**config.mk**
```make
export PLATFORM = sky130hd
export DESIGN_NAME = psg_three_tone_noise_generator_flat
export DESIGN_NICKNAME = d
export VERILOG_FILES = /design/src/hw/rtl/psg_pkg.sv /design/src/hw/rtl/psg_in_if.sv /design/src/hw/rtl/psg_out_if.sv /design/src/hw/rtl/psg_three_tone_noise_generator.sv /design/src/hw/rtl/psg_sat_add.sv /design/src/hw/rtl/psg_seq.sv /design/src/flat_wrapper.sv
export SDC_FILE = /design/constraint.sdc
export NUM_CORES = 1
export LEC_CHECK = 0
export BUFFER_PORTS_ARGS = -buffer_cell sky130_fd_sc_hd__buf_2
export CORE_ASPECT_RATIO = 1.1
export CORE_MARGIN = 5
export CORE_UTILIZATION = 49
export DETAILED_ROUTE_END_ITERATION = 8
export PLACE_DENSITY = 0.66
export SYNTH_ARGS = -nofsm -noshare
export SYNTH_HDL_FRONTEND = slang
export SYNTH_HIERARCHICAL = 1
export SYNTH_SLANG_ARGS = --single-unit
export TNS_END_PERCENT = 20
```
**constraint.sdc**
```tcl
create_clock -name clk -period 5.05 [get_ports clk]
set_clock_uncertainty 0.1 [all_clocks]
set_input_delay 0.505 -clock clk [delete_from_list [all_inputs] [get_ports clk]]
set_output_delay 0.505 -clock clk [all_outputs]
set_load 0.05 [all_outputs]
```
**src/hw/rtl/psg_pkg.sv**
```systemverilog
// Shared types, constants and the gain table of the sound generator.
// No dependencies; compile first.
`default_nettype none
package psg_pkg;

  // Counter and accumulator width: counters saturate at the 19-bit minimum
  localparam int CNT_W = 19;
  localparam logic signed [CNT_W-1:0] CNT_MIN = {1'b1, {(CNT_W-1){1'b0}}};

  // Configuration port
  localparam int PADDR_W = 3;
  localparam int PDATA_W = 32;
  localparam int TDEC_W  = 12;
  localparam int NDEC_W  = 13;
  localparam logic REG_TONE_DEC  = 1'b0;
  localparam logic REG_NOISE_DEC = 1'b1;
  localparam logic [TDEC_W-1:0] TDEC_RST = 12'd298;
  localparam logic [NDEC_W-1:0] NDEC_RST = 13'd596;

  // Input word kinds
  localparam logic KIND_WRITE = 1'b0;
  localparam logic KIND_TICK  = 1'b1;

  // Latch field code for noise control
  localparam logic [2:0] LF_NOISE_CTL = 3'd6;

  // Channel indexes
  localparam logic [1:0] CH_NOISE = 2'd0;
  localparam logic [1:0] CH_LAST  = 2'd3;
  localparam logic [1:0] CH_TONE1 = 2'd1;

  // Noise rate code that follows tone 1
  localparam logic [1:0] RATE_TONE1 = 2'b11;

  // Reset and reload values
  localparam logic [15:0] PERIOD_RST    = 16'hFFC0;
  localparam logic [15:0] NSHIFT_SEED   = 16'h4000;
  localparam logic [15:0] NOISE_BASE    = 16'h0400;
  localparam logic [15:0] FLAT_PERIOD   = 16'd256;
  localparam logic [3:0]  NCTL_RST      = 4'd3;
  localparam logic [3:0]  ATT_TONE_RST  = 4'd8;
  localparam logic [3:0]  ATT_NOISE_RST = 4'd0;

  typedef enum logic [4:0] {
    ST_IDLE = 5'b00001,
    ST_MIX  = 5'b00010,
    ST_DEC  = 5'b00100,
    ST_RELD = 5'b01000,
    ST_OUT  = 5'b10000
  } state_t;

  typedef enum logic [1:0] {
    OP_MIX  = 2'd0,
    OP_DEC  = 2'd1,
    OP_RELD = 2'd2
  } op_t;

  typedef struct packed {
    logic [1:0] ch;
    op_t        op;
    logic       idle;
    logic       acc_en;
    logic       cnt_wr;
    logic       step;
    logic       out_load;
  } ctrl_t;

  typedef struct packed {
    logic res_neg;
    logic per_nz;
    logic out_free;
  } stat_t;

  function automatic logic [10:0] gain_of(input logic [3:0] lvl);
    logic [10:0] g;
    unique case (lvl)
      4'd0:    g = 11'd0;
      4'd1:    g = 11'd76;
      4'd2:    g = 11'd95;
      4'd3:    g = 11'd120;
      4'd4:    g = 11'd151;
      4'd5:    g = 11'd191;
      4'd6:    g = 11'd240;
      4'd7:    g = 11'd302;
      4'd8:    g = 11'd380;
      4'd9:    g = 11'd479;
      4'd10:   g = 11'd602;
      4'd11:   g = 11'd758;
      4'd12:   g = 11'd955;
      4'd13:   g = 11'd1202;
      4'd14:   g = 11'd1514;
      default: g = 11'd1905;
    endcase
    return g;
  endfunction

endpackage
`default_nettype wire

```
**src/hw/rtl/psg_in_if.sv**
```systemverilog
// Input channel: register write bytes and sample ticks.
// No dependencies.
`default_nettype none
interface psg_in_if;
  logic       valid;
  logic       ready;
  logic       kind;
  logic [7:0] data;

  modport source (output valid, output kind, output data, input ready);
  modport sink   (input valid, input kind, input data, output ready);
endinterface
`default_nettype wire

```
**src/hw/rtl/psg_out_if.sv**
```systemverilog
// Result channel: one signed mixed sample per tick.
// No dependencies.
`default_nettype none
interface psg_out_if;
  logic               valid;
  logic               ready;
  logic signed [15:0] sample;

  modport source (output valid, output sample, input ready);
  modport sink   (input valid, input sample, output ready);
endinterface
`default_nettype wire

```
**src/hw/rtl/psg_three_tone_noise_generator.sv**
```systemverilog
// Top level of the three-tone, one-noise sound generator: register file,
// write-byte decode, channel datapath, APB port and result register.
// Depends on psg_pkg, psg_in_if, psg_out_if, psg_sat_add and psg_seq.
//
//  Channel  Dir  Handshake           Word
//  in_ch    in   valid/ready         kind (0 write byte, 1 tick), data[7:0]
//  out_ch   out  valid/ready         sample[15:0] signed, one per tick
//  APB      in   psel/penable/pwrite paddr[2] picks tone/noise decrement
//
// A write byte is taken whenever the block is idle and updates the registers at once.
// A tick runs each channel through a mix step and a decrement step, plus one
// reload step per counter reload through the single shared adder, then loads
// the output register; in_ch.ready is low meanwhile.
// The result sits in an output register, so a new word is accepted while it
// waits; a tick that finishes before the old result is taken holds in place.
// Synchronous reset (rst_n low) loads all but sum_r, out_sample_r to power-up.
`default_nettype none
module psg_three_tone_noise_generator (
  input  wire logic                        clk,
  input  wire logic                        rst_n,
  psg_in_if.sink                           in_ch,
  psg_out_if.source                        out_ch,
  input  wire logic                        psel,
  input  wire logic                        penable,
  input  wire logic                        pwrite,
  input  wire logic [psg_pkg::PADDR_W-1:0] paddr,
  input  wire logic [psg_pkg::PDATA_W-1:0] pwdata,
  output logic      [psg_pkg::PDATA_W-1:0] prdata,
  output logic                             pready
);

  localparam int W = psg_pkg::CNT_W;

  // ---------------------------------------------------------------- config
  logic [psg_pkg::TDEC_W-1:0] tone_dec_r;
  logic [psg_pkg::NDEC_W-1:0] noise_dec_r;
  logic                       cfg_wr;

  assign pready = 1'b1;
  assign cfg_wr = psel & penable & pwrite;

  always_ff @(posedge clk) begin
    if (!rst_n) begin
      tone_dec_r  <= psg_pkg::TDEC_RST;
      noise_dec_r <= psg_pkg::NDEC_RST;
    end else if (cfg_wr) begin
      if (paddr[2] == psg_pkg::REG_TONE_DEC) begin
        tone_dec_r <= pwdata[psg_pkg::TDEC_W-1:0];
      end else begin
        noise_dec_r <= pwdata[psg_pkg::NDEC_W-1:0];
      end
    end
  end

  always_comb begin
    if (paddr[2] == psg_pkg::REG_NOISE_DEC) begin
      prdata = {{(psg_pkg::PDATA_W-psg_pkg::NDEC_W){1'b0}}, noise_dec_r};
    end else begin
      prdata = {{(psg_pkg::PDATA_W-psg_pkg::TDEC_W){1'b0}}, tone_dec_r};
    end
  end

  // ---------------------------------------------------------------- state
  // Channel 0 is noise, 1..3 are tones.
  logic                tone_pos_r [1:3];   // phase: high means positive
  logic [15:0]         period_r   [0:3];
  logic signed [W-1:0] cnt_r      [0:3];
  logic [3:0]          freq_lo_r  [1:3];
  logic [5:0]          freq_hi_r  [1:3];
  logic [3:0]          atten_r    [0:3];
  logic [15:0]         nshift_r;
  logic [3:0]          nctl_r;
  logic [1:0]          last_tone_r;
  logic [2:0]          last_field_r;
  logic signed [W-1:0] sum_r;
  logic                out_valid_r;
  logic [15:0]         out_sample_r;

  psg_pkg::ctrl_t ctrl;
  psg_pkg::stat_t stat;

  // ---------------------------------------------------------------- input
  logic       acc, wr_en, tick;
  logic [7:0] byte_d;
  logic       latch;
  logic [2:0] fld;
  logic [1:0] fld_t;       // tone or level slot a latch byte points to
  logic [1:0] hi_t;        // safe index for the last latched tone
  logic       nc_wr, at_wr, fl_wr, hi_wr;
  logic [15:0] per_lo, per_hi, per_nc;

  assign in_ch.ready = ctrl.idle;
  assign acc    = in_ch.valid & in_ch.ready;
  assign wr_en  = acc & (in_ch.kind == psg_pkg::KIND_WRITE);
  assign tick   = acc & (in_ch.kind == psg_pkg::KIND_TICK);
  assign byte_d = in_ch.data;
  assign latch  = byte_d[7];
  assign fld    = byte_d[6:4];
  assign fld_t  = ~fld[2:1];
  assign hi_t   = (last_tone_r == psg_pkg::CH_NOISE) ? psg_pkg::CH_TONE1 : last_tone_r;

  always_comb begin
    nc_wr = wr_en & ((latch & (fld == psg_pkg::LF_NOISE_CTL)) |
                     (~latch & (last_field_r == psg_pkg::LF_NOISE_CTL)));
    at_wr = wr_en & latch & fld[0];
    fl_wr = wr_en & latch & ~fld[0] & (fld != psg_pkg::LF_NOISE_CTL);
    hi_wr = wr_en & ~latch & (last_field_r != psg_pkg::LF_NOISE_CTL);
  end

  // Latch byte: new low nibble; data byte: new high six bits.
  // fld_t is never 0 when fl_wr is set; guard the index anyway.
  always_comb begin
    if (fld_t == psg_pkg::CH_NOISE) begin
      per_lo = '0;
    end else begin
      per_lo = {freq_hi_r[fld_t], byte_d[3:0], 6'b0};
    end
    per_hi = {byte_d[5:0], freq_lo_r[hi_t], 6'b0};
    if (byte_d[1:0] == psg_pkg::RATE_TONE1) begin
      per_nc = period_r[1];
    end else begin
      per_nc = psg_pkg::NOISE_BASE << byte_d[1:0];
    end
  end

  // ---------------------------------------------------------------- datapath
  logic [1:0]          ch;
  logic [1:0]          tch;      // tone index, forced into range for noise
  logic [10:0]         gain;
  logic signed [W-1:0] contrib, dec_b, rel_b, op_a, op_b, res;
  logic [15:0]         nshift_step;
  logic                fb;

  assign ch   = ctrl.ch;
  assign tch  = (ch == psg_pkg::CH_NOISE) ? psg_pkg::CH_TONE1 : ch;
  assign gain = psg_pkg::gain_of(atten_r[ch]);

  always_comb begin
    // Contribution taken before the channel's own counter work
    if (ch == psg_pkg::CH_NOISE) begin
      contrib = nshift_r[0] ? '0 : {{(W-12){1'b0}}, gain, 1'b0};
    end else if ((period_r[ch] > psg_pkg::FLAT_PERIOD) && !tone_pos_r[tch]) begin
      contrib = -$signed({{(W-11){1'b0}}, gain});
    end else begin
      contrib = {{(W-11){1'b0}}, gain};
    end
    if (ch == psg_pkg::CH_NOISE) begin
      dec_b = -$signed({{(W-psg_pkg::NDEC_W){1'b0}}, noise_dec_r});
      rel_b = {{(W-17){1'b0}}, period_r[ch], 1'b0};
    end else begin
      dec_b = -$signed({{(W-psg_pkg::TDEC_W){1'b0}}, tone_dec_r});
      rel_b = {{(W-16){1'b0}}, period_r[ch]};
    end
    unique case (ctrl.op)
      psg_pkg::OP_MIX: begin
        op_a = sum_r;
        op_b = contrib;
      end
      psg_pkg::OP_DEC: begin
        op_a = cnt_r[ch];
        op_b = dec_b;
      end
      psg_pkg::OP_RELD: begin
        op_a = cnt_r[ch];
        op_b = rel_b;
      end
      default: begin
        op_a = sum_r;
        op_b = contrib;
      end
    endcase
  end

  psg_sat_add u_add (
    .a   (op_a),
    .b   (op_b),
    .res (res)
  );

  // Periodic mode rotates bit 0 in; white mode feeds bit0 ^ bit1.
  // The feedback lands in bit 14 together with the old bit 15; bit 15 clears.
  assign fb          = nctl_r[2] ? (nshift_r[0] ^ nshift_r[1]) : nshift_r[0];
  assign nshift_step = {1'b0, nshift_r[15] | fb, nshift_r[14:1]};

  assign stat.res_neg  = res[W-1];
  assign stat.per_nz   = (period_r[ch] != '0);
  assign stat.out_free = ~out_valid_r | out_ch.ready;

  psg_seq u_seq (
    .clk   (clk),
    .rst_n (rst_n),
    .start (tick),
    .stat  (stat),
    .ctrl  (ctrl)
  );

  // ---------------------------------------------------------------- updates
  always_ff @(posedge clk) begin
    if (!rst_n) begin
      for (int i = 0; i < 4; i++) begin
        period_r[i] <= psg_pkg::PERIOD_RST;
        cnt_r[i]    <= '0;
        atten_r[i]  <= psg_pkg::ATT_TONE_RST;
      end
      atten_r[0] <= psg_pkg::ATT_NOISE_RST;
      for (int i = 1; i < 4; i++) begin
        tone_pos_r[i] <= 1'b1;
        freq_lo_r[i]  <= '0;
        freq_hi_r[i]  <= '0;
      end
      nshift_r     <= psg_pkg::NSHIFT_SEED;
      nctl_r       <= psg_pkg::NCTL_RST;
      last_tone_r  <= psg_pkg::CH_NOISE;
      last_field_r <= '0;
    end else begin
      // tick work: counters, phases, noise shifter
      if (ctrl.cnt_wr) begin
        cnt_r[ch] <= res;
      end
      if (ctrl.step) begin
        if (ch == psg_pkg::CH_NOISE) begin
          nshift_r <= nshift_step;
        end else begin
          tone_pos_r[tch] <= ~tone_pos_r[tch];
        end
      end

      // write bytes, only taken while idle
      if (wr_en && latch) begin
        last_field_r <= fld;
      end
      if (at_wr) begin
        atten_r[fld_t] <= ~byte_d[3:0];
      end
      if (fl_wr && (fld_t != psg_pkg::CH_NOISE)) begin
        freq_lo_r[fld_t] <= byte_d[3:0];
        period_r[fld_t]  <= per_lo;
        last_tone_r      <= fld_t;
      end
      if (hi_wr) begin
        if (last_tone_r == psg_pkg::CH_NOISE) begin
          period_r[0] <= {byte_d[5:0], 10'b0};
        end else begin
          freq_hi_r[hi_t] <= byte_d[5:0];
          period_r[hi_t]  <= per_hi;
          if ((hi_t == psg_pkg::CH_TONE1) && (nctl_r[1:0] == psg_pkg::RATE_TONE1)) begin
            period_r[0] <= per_hi;
          end
        end
      end
      if (nc_wr) begin
        nshift_r    <= psg_pkg::NSHIFT_SEED;
        nctl_r      <= byte_d[3:0];
        period_r[0] <= per_nc;
        // drop the noise count when the rate changes
        if (byte_d[1:0] != nctl_r[1:0]) begin
          cnt_r[0] <= '0;
        end
      end
    end
  end

  // accumulate the mix; clear it as a tick is taken
  always_ff @(posedge clk) begin
    if (tick) begin
      sum_r <= '0;
    end else if (ctrl.acc_en) begin
      sum_r <= res;
    end
  end

  // ---------------------------------------------------------------- output
  always_ff @(posedge clk) begin
    if (!rst_n) begin
      out_valid_r <= 1'b0;
    end else if (ctrl.out_load) begin
      out_valid_r <= 1'b1;
    end else if (out_ch.ready) begin
      out_valid_r <= 1'b0;
    end
  end

  always_ff @(posedge clk) begin
    if (ctrl.out_load) begin
      out_sample_r <= sum_r[15:0];
    end
  end

  assign out_ch.valid  = out_valid_r;
  assign out_ch.sample = out_sample_r;

endmodule
`default_nettype wire

```
**src/hw/rtl/psg_sat_add.sv**
```systemverilog
// Shared adder: counter decrement, counter reload and sample accumulation.
// Depends on psg_pkg (CNT_W, CNT_MIN).
`default_nettype none
module psg_sat_add (
  input  wire logic signed [psg_pkg::CNT_W-1:0] a,
  input  wire logic signed [psg_pkg::CNT_W-1:0] b,
  output logic signed [psg_pkg::CNT_W-1:0]      res
);
  logic signed [psg_pkg::CNT_W:0] full;

  always_comb begin
    full = {a[psg_pkg::CNT_W-1], a} + {b[psg_pkg::CNT_W-1], b};
    // clamp at the counter floor; the top end is never reached
    if (full < $signed({psg_pkg::CNT_MIN[psg_pkg::CNT_W-1], psg_pkg::CNT_MIN})) begin
      res = psg_pkg::CNT_MIN;
    end else begin
      res = full[psg_pkg::CNT_W-1:0];
    end
  end
endmodule
`default_nettype wire

```
**src/hw/rtl/psg_seq.sv**
```systemverilog
// Tick sequencer: walks the four channels through mix, decrement and reload.
// Depends on psg_pkg (state_t, op_t, ctrl_t, stat_t).
`default_nettype none
module psg_seq (
  input  wire logic           clk,
  input  wire logic           rst_n,
  input  wire logic           start,
  input  wire psg_pkg::stat_t stat,
  output psg_pkg::ctrl_t      ctrl
);
  psg_pkg::state_t state_r, state_nxt;
  logic [1:0]      ch_r, ch_nxt;

  always_comb begin
    state_nxt     = state_r;
    ch_nxt        = ch_r;
    ctrl          = '0;
    ctrl.ch       = ch_r;
    ctrl.op       = psg_pkg::OP_MIX;
    unique case (state_r)
      psg_pkg::ST_IDLE: begin
        ctrl.idle = 1'b1;
        if (start) begin
          state_nxt = psg_pkg::ST_MIX;
          ch_nxt    = psg_pkg::CH_NOISE;
        end
      end
      psg_pkg::ST_MIX: begin
        ctrl.acc_en = 1'b1;
        state_nxt   = psg_pkg::ST_DEC;
      end
      psg_pkg::ST_DEC: begin
        ctrl.op     = psg_pkg::OP_DEC;
        ctrl.cnt_wr = 1'b1;
        if (stat.res_neg && stat.per_nz) begin
          state_nxt = psg_pkg::ST_RELD;
        end else if (ch_r == psg_pkg::CH_LAST) begin
          state_nxt = psg_pkg::ST_OUT;
        end else begin
          state_nxt = psg_pkg::ST_MIX;
          ch_nxt    = ch_r + 2'd1;
        end
      end
      psg_pkg::ST_RELD: begin
        ctrl.op     = psg_pkg::OP_RELD;
        ctrl.cnt_wr = 1'b1;
        ctrl.step   = 1'b1;
        if (!stat.res_neg) begin
          if (ch_r == psg_pkg::CH_LAST) begin
            state_nxt = psg_pkg::ST_OUT;
          end else begin
            state_nxt = psg_pkg::ST_MIX;
            ch_nxt    = ch_r + 2'd1;
          end
        end
      end
      psg_pkg::ST_OUT: begin
        if (stat.out_free) begin
          ctrl.out_load = 1'b1;
          state_nxt     = psg_pkg::ST_IDLE;
        end
      end
      default: begin
        state_nxt = psg_pkg::ST_IDLE;
      end
    endcase
  end

  always_ff @(posedge clk) begin
    if (!rst_n) begin
      state_r <= psg_pkg::ST_IDLE;
      ch_r    <= psg_pkg::CH_NOISE;
    end else begin
      state_r <= state_nxt;
      ch_r    <= ch_nxt;
    end
  end
endmodule
`default_nettype wire

```
**src/flat_wrapper.sv**
```systemverilog
// flat-port wrapper written by rule: the top's interface ports become plain ports
module psg_three_tone_noise_generator_flat 
  (clk, rst_n, psel, penable, pwrite, paddr, pwdata, prdata, pready, in_ch_valid, in_ch_kind, in_ch_data, in_ch_ready, out_ch_valid, out_ch_sample, out_ch_ready);
  psg_in_if in_ch_i ();
  psg_out_if out_ch_i ();
  input  wire logic clk;
  input  wire logic rst_n;
  input  wire logic psel;
  input  wire logic penable;
  input  wire logic pwrite;
  input  wire logic [psg_pkg::PADDR_W-1:0] paddr;
  input  wire logic [psg_pkg::PDATA_W-1:0] pwdata;
  output logic      [psg_pkg::PDATA_W-1:0] prdata;
  output logic pready;
  input wire logic [$bits(in_ch_i.valid)-1:0] in_ch_valid;
  input wire logic [$bits(in_ch_i.kind)-1:0] in_ch_kind;
  input wire logic [$bits(in_ch_i.data)-1:0] in_ch_data;
  output wire logic [$bits(in_ch_i.ready)-1:0] in_ch_ready;
  output wire logic [$bits(out_ch_i.valid)-1:0] out_ch_valid;
  output wire logic [$bits(out_ch_i.sample)-1:0] out_ch_sample;
  input wire logic [$bits(out_ch_i.ready)-1:0] out_ch_ready;
  assign in_ch_i.valid = in_ch_valid;
  assign in_ch_i.kind = in_ch_kind;
  assign in_ch_i.data = in_ch_data;
  assign in_ch_ready = in_ch_i.ready;
  assign out_ch_valid = out_ch_i.valid;
  assign out_ch_sample = out_ch_i.sample;
  assign out_ch_i.ready = out_ch_ready;
  psg_three_tone_noise_generator u_core (.clk(clk), .rst_n(rst_n), .in_ch(in_ch_i), .out_ch(out_ch_i), .psel(psel), .penable(penable), .pwrite(pwrite), .paddr(paddr), .pwdata(pwdata), .prdata(prdata), .pready(pready));
endmodule
```
==> results of run 1 <==
==> area by class of cell <==
cell class                      count  area share
Clock buffer                       44      0.0460
Clock inverter                     12     0.00520
Inverter                           63      0.0131
Multi-Input combinational cell   1106       0.425
Sequential cell                   280       0.383
Tap cell                          414      0.0276
Timing Repair Buffer              259      0.0998
==> registers in the layout, summed over array words and instances, names as in the netlist <==
signal,count
u_core/cnt_r,76
u_core/period_r,64
u_core/sum_r,19
u_core/freq_hi_r,18
u_core/atten_r,16
u_core/out_ch.sample,16
u_core/nshift_r,15
u_core/noise_dec_r,13
u_core/freq_lo_r,12
u_core/tone_dec_r,12
u_core/u_seq/state_r,5
u_core/last_field_r,3
u_core/nctl_r,3
u_core/tone_pos_r,3
u_core/last_tone_r,2
u_core/u_seq/ch_r,2
u_core/out_ch.valid,1
==> path summary, 6_finish.rpt <==
check                         from                    end  slack (ps)  depth (start not counted)
min reg2reg  u_core/period_r[2][1]  u_core/period_r[2][1]         350                          1
max           u_core/u_seq/ch_r[0]     u_core/cnt_r[0][6]        -250                         24
max reg2reg   u_core/u_seq/ch_r[0]     u_core/cnt_r[0][6]        -250                         24
min                      pwdata[2]  u_core/noise_dec_r[2]          60                          3
==> stage by stage <==
stage	instance area, um2	instances
6_report	18800	2178
5_1_grt	18800	2178
4_1_cts	18500	2173
3_5_place_dp	17100	2103
3_3_place_gp	17100	2103
2_1_floorplan	15400	1564
==> per-layer routing <==
layer / up-vias / global-route usage / share of wire
li1: 5891 / - / -
met1: 6044 / 0.306 / 0.40
met2: 409 / 0.420 / 0.50
met3: 106 / 0.0404 / 0.059
met4: 0 / 0.0998 / 0.044
met5: - / 0 / 0
==> cells by family (layout without fill, tap and decap cells) <==
family                     after synthesis  count (layout)
and+or+nand+nor                        618             618
AOI/OAI and AO/OA                      294             295
DFF                                    280             280
buffers and inverters                  179             378
muxes                                  108             108
adders and majority gates               33              33
xor gates and xnor gates                32              32
other                                    2              20
==> report_power, final <==
part	internal, mW	switching (mW)
combinational	0.0821	0.209
clock	1.20	0.929
sequential	2.44	0.0193
total	3.72	1.16
==> worst max-delay path, delay by kind of cell, from the launching register on <==
family	cells	cell delay, ps
AO/OA/AOI/OAI	7	1640
XOR/XNOR	1	170
adder cells (fa/ha/maj)	2	630
buffers and inverters	7	1040
flip-flops	1	380
multiplexers	1	570
AND/OR/NAND/NOR	6	620
==> placed cells by master (no fill, tap or decap), types with 12 or more instances in the layout <==
cell type / instances
xnor2_1: 16
nor2_1: 169
a21o_1: 12
buf_2: 60
conb_1: 20
mux2_2: 17
xor2_1: 14
nor2b_1: 14
and2_1: 30
inv_2: 21
dfxtp_1: 120
nand2_2: 15
nand3_1: 26
nor3_1: 25
a21boi_0: 24
mux4_2: 45
inv_1: 38
ha_1: 19
buf_4: 186
clkbuf_16: 30
and3_1: 27
a21oi_1: 60
a22oi_2: 14
edfxtp_1: 158
o21ai_0: 45
nand2_1: 218
mux2i_1: 43
==> what timing repair did <==
item | CTS | global route
gates resized for setup | 116 | 41
gates cloned | 1 | 0
endpoints found under the setup margin | 99 | 100
pin swaps | 43 | 24
buffers inserted | 15 | 5
==> impl_metrics.py, run 1 <==
metrics = {
    "run_status": {
        "outcome": "finished with violations",
        "violations": "negative setup slack",
    },
    "setup_path": {
        "critPathMostFrequentCell": "buf_4",
        "cp.required_ps": 5400,
        "worst_setup_path_end_kind": "flip-flop",
        "path_cells": "mux4_2, buf_6, ha_2, and3_1, o32ai_1, buf_4, nor3b_2, buf_4, a21oi_4, xnor2_1, a211oi_2, buf_4, ha_1, buf_4, and3_1, o2111ai_2, a31oi_4, o22a_4, nor3_2, buf_4, nand2_2, inv_2, a22oi_1, nor2_1",
        "slowest_stage": "mux4_2",
        "start_kind": "flip-flop",
        "cp.arrival_ps": 5650,
        "setup.worst_path.class": "flip-flop to flip-flop",
        "critPathMaxFanout": 7,
        "slowest_delay_ps": 570,
    },
    "cts": {
        "insertion_delay_ps": 580,
        "clock_tree.root_cell": "clkbuf_16",
        "htree_num_levels": 1,
        "cts_hold_buf": 0,
        "clk_pin_slew_ps": 60,
        "numCtsBuffers": 30,
        "cts.sinks": 280,
        "clockBufferDepth": 3,
        "cts_tree": "built",
    },
    "grt": {
        "grt_max_degree": 42,
        "grt_pass1_vias": 12400,
        "grt_pass1_wl_mm": 67.6,
        "overflow": 0,
        "track_usage": 0.244,
        "antenna_found_initial": 0,
    },
    "die": {
        "die_y_um": 195,
        "ios": 102,
        "rows": 67,
        "start_util": 0.498,
        "core-area_mm2": 0.0306,
        "die_w_um": 178,
        "dieArea_mm2": 0.0348,
    },
    "timing": {
        "timing.final.crit_period_ps": 5300,
        "slew_headroom": 0.0642,
        "whs_ps": 63.5,
        "tns_ps": -6220,
        "fmax_mhz": 189,
        "rsz0062_at_grt": "true",
        "worst_pin_slew_ps": 1400,
        "fin_ws_ps": -246,
        "slew_viol_final": 0,
        "period_share": 1.05,
        "setup_viol": 80,
        "hold_violations": 0,
    },
    "yosys": {
        "synth_common_cells": "nand2_1, nor2_1, edfxtp_1, dfxtp_1, a21oi_1",
        "synthMostInstantiatedCell": "nand2_1",
        "synth_area_mm2": 0.0152,
        "synth_cells": 1546,
        "synth_edf_count": 158,
        "yosys_warnings": 6,
        "ys_seq_elements": 280,
        "synth_adder_area_share": 0.0276,
        "synth_compound_area_frac": 0.131,
        "synth-xor-area-share": 0.0184,
        "synth_top_area_frac": 0.311,
        "ys_seq_area_frac": 0.471,
        "muxShareOfSynthArea": 0.110,
        "synth.avg_cell_area_um2": 9.86,
        "synth.area.top_cells": "edfxtp_1, dfxtp_1, mux4_2, nand2_1, nor2_1",
        "synth_top_family_by_area": "simple AND/OR/NAND/NOR gates",
        "synth_flop_cell": "edfxtp_1",
        "async_reset_ff_frac": 0,
        "ys_types": 91,
        "yosys.area_share.simple": 0.188,
        "synth_top_cell_by_area": "edfxtp_1",
    },
    "drt": {
        "vias_per_cell": 5.72,
        "drt_iter0_markers": 1077,
        "num_vias": 12500,
        "drc": 0,
        "wl_per_cell_um": 20.0,
        "ant_nets": 0,
        "wl_mm": 43.5,
        "first_pass_iters": 5,
    },
    "hold_path": {
        "hold_path_class": "primary input to flip-flop",
    },
    "layout": {
        "final.fill_count": 2534,
        "finalCoreUtilization": 0.613,
        "final_nets": 1824,
        "layout-drive-gt1-share": 0.300,
        "multi_input_area_mm2": 0.00798,
        "syn2layout_area_growth_pct": 23.1,
        "antennaDiodeCount": 0,
        "seq_area_mm2": 0.00719,
    },
    "job": {
        "maxCapViolCount": 0,
    },
    "place": {
        "portBuffers": 60,
        "hpwl_mm": 30.8,
        "gp_congestion": 0.945,
        "place_ws_ps": -374,
    },
    "power": {
        "power.leakage_nw": 7.37,
        "power_mw": 4.88,
        "vdd_ir_drop_max_uv": 245,
        "power.density_mw_per_mm2": 260,
    },
}
Note: power is estimated with default switching activity, not from simulation.
==> run 2: changes to the inputs <==
CORE_UTILIZATION = 55   (was 49)
PLACE_DENSITY = 0.73   (was 0.66)
==> impl_metrics.py, run 2 (synthesis gave the netlist of run 1 again) <==
metrics = {
    "layout": {
        "syn2layout_area_growth_pct": 24.4,
        "final_nets": 1821,
        "final_design_area_no_fill_mm2": 0.0190,
        "largest_register": "u_core/cnt_r",
        "mostFrequentLayoutCell": "nand2_1",
        "layout-drive-gt1-share": 0.315,
        "seq_area_mm2": 0.00719,
        "largest_reg_flops": 76,
        "final_cell_mix": "nand2_1, buf_4, nor2_1, edfxtp_1, dfxtp_1",
        "final.fill_count": 1993,
        "antennaDiodeCount": 0,
        "top_regs": "u_core/cnt_r (76), u_core/period_r (64), u_core/sum_r (19)",
        "multi_input_area_mm2": 0.00823,
        "final_cells": 2123,
    },
    "drt": {
        "ant_nets": 0,
        "num_vias": 12800,
        "wl_per_cell_um": 20.5,
        "vias_per_cell": 6.02,
        "drc": 0,
        "drt_iter0_markers": 1309,
        "wl_mm": 43.4,
        "first_pass_iters": 7,
    },
    "cts": {
        "clockBufferDepth": 3,
        "htree_num_levels": 1,
        "clock_tree.root_cell": "clkbuf_16",
        "cts.sinks": 280,
        "numCtsBuffers": 29,
        "insertion_delay_ps": 550,
        "cts_hold_buf": 0,
        "cts_tree": "built",
        "clk_pin_slew_ps": 70,
    },
    "die": {
        "die_w_um": 169,
        "core-area_mm2": 0.0275,
        "start_util": 0.554,
        "dieArea_mm2": 0.0312,
        "die_y_um": 185,
        "ios": 102,
        "rows": 64,
    },
    "timing": {
        "period_share": 1.07,
        "setup_viol": 99,
        "fin_ws_ps": -346,
        "fmax_mhz": 185,
        "rsz0062_at_grt": "true",
        "worst_pin_slew_ps": 1480,
        "hold_violations": 0,
        "slew_viol_final": 0,
        "timing.final.crit_period_ps": 5400,
        "whs_ps": 72.6,
        "slew_headroom": 0.0157,
    },
    "place": {
        "dp.cells": 2032,
        "place_ws_ps": -432,
        "hpwl_mm": 29.1,
        "portBuffers": 60,
        "placed_area_mm2": 0.0168,
        "gp_congestion": 0.884,
    },
    "hold_path": {
        "hold_path_class": "primary input to flip-flop",
        "hp-start": "pwdata[4]",
        "hold_end": "u_core/noise_dec_r[4]",
        "whs_path_depth": 3,
    },
    "power": {
        "vdd_ir_drop_max_uv": 299,
        "power.density_mw_per_mm2": 259,
        "power_mw": 4.92,
        "power.leakage_nw": 7.40,
    },
    "setup_path": {
        "cp.required_ps": 5400,
        "critPathMaxFanout": 4,
        "cp.arrival_ps": 5740,
        "setup.worst_path.class": "flip-flop to flip-flop",
        "start_kind": "flip-flop",
        "timing.rr.end": "u_core/u_seq/state_r[4]",
        "worst_r2r_startpoint": "u_core/u_seq/ch_r[0]",
        "worst_setup_path_end_kind": "flip-flop",
        "r2r.worst_path.cells": 21,
        "ff2ff_setup_slack_ps": -350,
    },
    "job": {
        "maxCapViolCount": 0,
    },
    "grt": {
        "overflow": 0,
        "track_usage": 0.267,
        "grt_max_degree": 40,
        "antenna_found_initial": 0,
        "grt_pass1_vias": 12600,
        "grt_pass1_wl_mm": 67.0,
    },
    "run_status": {
        "violations": "negative setup slack",
        "outcome": "finished with violations",
    },
}
-- run 2: power breakdown --
part / switching, mW / total [mW] / leakage (nW) / internal (mW)
combinational: 0.207 / 0.289 / 4.43 / 0.0819
sequential: 0.0189 / 2.46 / 2.47 / 2.44
clock: 0.877 / 2.17 / 0.488 / 1.29
total: 1.10 / 4.92 / 7.40 / 3.82
-- run 2: how the worst max path moves through the flow --
stage / from / end / slack [ps] / depth (start not counted)
after global routing: u_core/u_seq/ch_r[0] / u_core/u_seq/state_r[4] / -390 / 21
after CTS: u_core/u_seq/ch_r[0] / u_core/u_seq/state_r[1] / -160 / 24
after detailed placement: u_core/u_seq/ch_r[0] / u_core/cnt_r[0][6] / -430 / 23
after global placement: u_core/u_seq/ch_r[0] / u_core/cnt_r[0][14] / -330 / 23
final: u_core/u_seq/ch_r[0] / u_core/u_seq/state_r[4] / -350 / 21
after floorplan: u_core/u_seq/ch_r[0] / u_core/cnt_r[0][8] / -20 / 25
-- run 2: cell type report --
type	count	share of cell area
clock inverters	10	0.00580
inverters	63	0.0127
repair buffers	257	0.0987
clock buffers	44	0.0461
flip-flops and latches	280	0.379
well taps	363	0.0239
multi-input cells	1106	0.434
-- run 2: repair_timing --
| item | in CTS | in global routing |
|---|---|---|
| gates resized for setup | 88 | 122 |
| pin swaps | 55 | 57 |
| endpoints found under the setup margin | 99 | 100 |
| gates cloned | 1 | 0 |
| buffers inserted | 26 | 17 |
-- run 2: metrics by stage --
| step | utilization | setup TNS (ps) |
|---|---|---|
| 3_3_place_gp | 0.610 | -15150 |
| 3_5_place_dp | 0.610 | -24830 |
| 4_1_cts | 0.666 | -6100 |
| 2_1_floorplan | - | -120 |
| 6_report | 0.689 | -14590 |
| 5_1_grt | 0.689 | -21030 |
-- run 2: layer usage --
layer	up-vias	wire [um]	global-route usage
met1	6200	16800	0.329
met2	538	21500	0.464
met3	134	2730	0.0363
met4	0	2480	0.130
li1	5901	-	-
met5	-	0	0
-- run 2: critical path, stage by stage, from the launching register on --
cell and delay, ps:
dfxtp_4 370, mux4_2 570, inv_4 130, ha_4 210, mux4_2 520, ha_4 190
and3b_2 210, buf_4 140, a21o_4 220, o2111a_1 270, a311oi_4 390, ha_4 200
a21oi_2 60, o21bai_1 230, a311oi_2 190, and4_4 210, buf_4 140, o21ai_4 300
nand3b_1 140, a21oi_2 240, nand2_1 80, and3_1 180
==> run 3: changes to the inputs <==
BUFFER_PORTS_ARGS = default   (was -buffer_cell sky130_fd_sc_hd__buf_2)
DONT_BUFFER_PORTS = 1   (was default)
PLACE_DENSITY = 0.7   (was 0.73)
clock period = 4.5 ns   (was 5.05 ns; I/O delays follow)
==> impl_metrics.py, run 3 (synthesis gave the netlist of run 1 again) <==
metrics = {
    "die": {
        "die_w_um": 169,
        "rows": 64,
        "dieArea_mm2": 0.0312,
        "ios": 102,
        "start_util": 0.554,
        "die_y_um": 185,
        "core-area_mm2": 0.0275,
    },
    "place": {
        "portBuffers": 0,
        "placed_area_mm2": 0.0172,
        "gp_congestion": 0.953,
        "place_ws_ps": -913,
        "hpwl_mm": 32.4,
    },
    "power": {
        "power.density_mw_per_mm2": 287,
        "power_mw": 5.46,
        "power.leakage_nw": 7.50,
        "vdd_ir_drop_max_uv": 372,
    },
    "layout": {
        "layout-drive-gt1-share": 0.285,
        "antennaDiodeCount": 0,
        "final_nets": 1850,
        "top_regs": "u_core/cnt_r (76), u_core/period_r (64), u_core/sum_r (19)",
        "syn2layout_area_growth_pct": 24.8,
        "final_design_area_no_fill_mm2": 0.0190,
        "final.fill_count": 2086,
        "largest_reg_flops": 76,
        "largest_register": "u_core/cnt_r",
        "mostFrequentLayoutCell": "buf_4",
        "final_cell_mix": "buf_4, nand2_1, nor2_1, edfxtp_1, dfxtp_1",
    },
    "cts": {
        "htree_num_levels": 1,
        "cts.sinks": 280,
        "clock_tree.root_cell": "clkbuf_16",
        "numCtsBuffers": 29,
        "insertion_delay_ps": 560,
        "cts_tree": "built",
        "clk_pin_slew_ps": 60,
        "clockBufferDepth": 3,
    },
    "grt": {
        "track_usage": 0.287,
        "antenna_found_initial": 0,
        "grt_pass1_wl_mm": 70.7,
        "grt_pass1_vias": 12900,
        "grt_max_degree": 55,
        "overflow": 0,
    },
    "setup_path": {
        "cp.arrival_ps": 5530,
        "worst_setup_path_end_kind": "flip-flop",
        "slowest_delay_ps": 570,
        "start_kind": "flip-flop",
        "cp.buffers_inverters": 8,
        "slowest_stage": "mux4_2",
        "crit_family": "simple AND/OR/NAND/NOR gates",
        "cp.required_ps": 4890,
        "critPathMaxFanout": 5,
        "setup.worst_path.class": "flip-flop to flip-flop",
        "critPathMostFrequentCell": "ha_4",
    },
    "drt": {
        "drt_iter0_markers": 1349,
        "wl_mm": 45.6,
        "drc": 0,
        "wl_per_cell_um": 21.2,
        "num_vias": 12900,
        "vias_per_cell": 6.00,
        "first_pass_iters": 6,
        "ant_nets": 0,
    },
    "timing": {
        "rsz0062_at_grt": "true",
        "timing.final.crit_period_ps": 5150,
        "fin_ws_ps": -647,
        "slew_headroom": 0.168,
        "fmax_mhz": 194,
        "tns_ps": -50110,
        "slew_viol_final": 0,
        "worst_pin_slew_ps": 1250,
        "period_share": 1.14,
        "setup_viol": 100,
        "hold_violations": 0,
        "whs_ps": 19.4,
    },
    "run_status": {
        "outcome": "finished with violations",
        "violations": "negative setup slack",
    },
    "hold_path": {
        "hold_path_class": "primary input to flip-flop",
    },
    "job": {
        "maxCapViolCount": 0,
    },
}
==> run 3: layer usage <==
metal	GRT usage	vias to the layer above	part of all wire
li1	-	5948	-
met1	0.351	6313	0.38
met2	0.498	536	0.50
met3	0.0395	123	0.065
met4	0.145	0	0.058
met5	0	-	0
==> run 3: timing repair <==
item                                    CTS  global route
hold buffers                             22             0
setup buffers                             6            16
pin swaps                                29            30
resized for setup                        58            81
endpoints found under the hold margin    77             0
endpoints found under the setup margin  100           100
==> run 3: cell type report <==
cell class                      count  area (um2)  share of cell area
Inverter                           63         251              0.0132
Timing Repair Buffer              287        2320               0.122
Multi-Input combinational cell   1105        7870               0.413
Tap cell                          363         454              0.0239
Clock inverter                     19         180             0.00947
Clock buffer                       35         768              0.0404
Sequential cell                   280        7190               0.378
==> run 3: worst paths after layout <==
check	to	slack, ps	start	cells after the start
worst min-delay path	u_core/freq_lo_r[3][1]	20	in_ch_data[1]	1
worst max register to register	u_core/cnt_r[0][13]	-650	u_core/u_seq/ch_r[0]	26
worst min register to register	u_core/nshift_r[3]	350	u_core/nshift_r[4]	2
worst max-delay path	u_core/cnt_r[0][13]	-650	u_core/u_seq/ch_r[0]	26
==> run 3: where the power goes <==
| group | leakage, nW | switching, mW | internal, mW |
|---|---|---|---|
| combinational | 4.57 | 0.220 | 0.0987 |
| sequential | 2.47 | 0.0214 | 2.74 |
| clock | 0.454 | 0.994 | 1.39 |
| total | 7.50 | 1.24 | 4.23 |
==> run 3: through the flow <==
| stage | utilization | std cells |
|---|---|---|
| after floorplan | - | 1564 |
| after global placement | 0.623 | 2056 |
| after detailed placement | 0.623 | 2056 |
| after CTS | 0.675 | 2137 |
| after global routing | 0.691 | 2152 |
| final | 0.691 | 2152 |
==> run 3: worst reg2reg max path: stages, from the launching register on <==
cell      delay, ps
dfxtp_4         380
mux4_2          570
clkinv_4        120
ha_4            150
buf_6            90
inv_4            30
mux4_2          470
inv_2            90
ha_4            120
and3b_2         240
a21o_1          200
o21ai_2          90
buf_4           140
a21o_1          190
ha_4            300
and4_1          210
and2_4          170
nand3_1         120
and4_1          240
o22a_4          270
buf_4           160
a21oi_4         180
buf_6           130
nand2_4          50
inv_4           100
a22oi_2          70
nor2_1          120
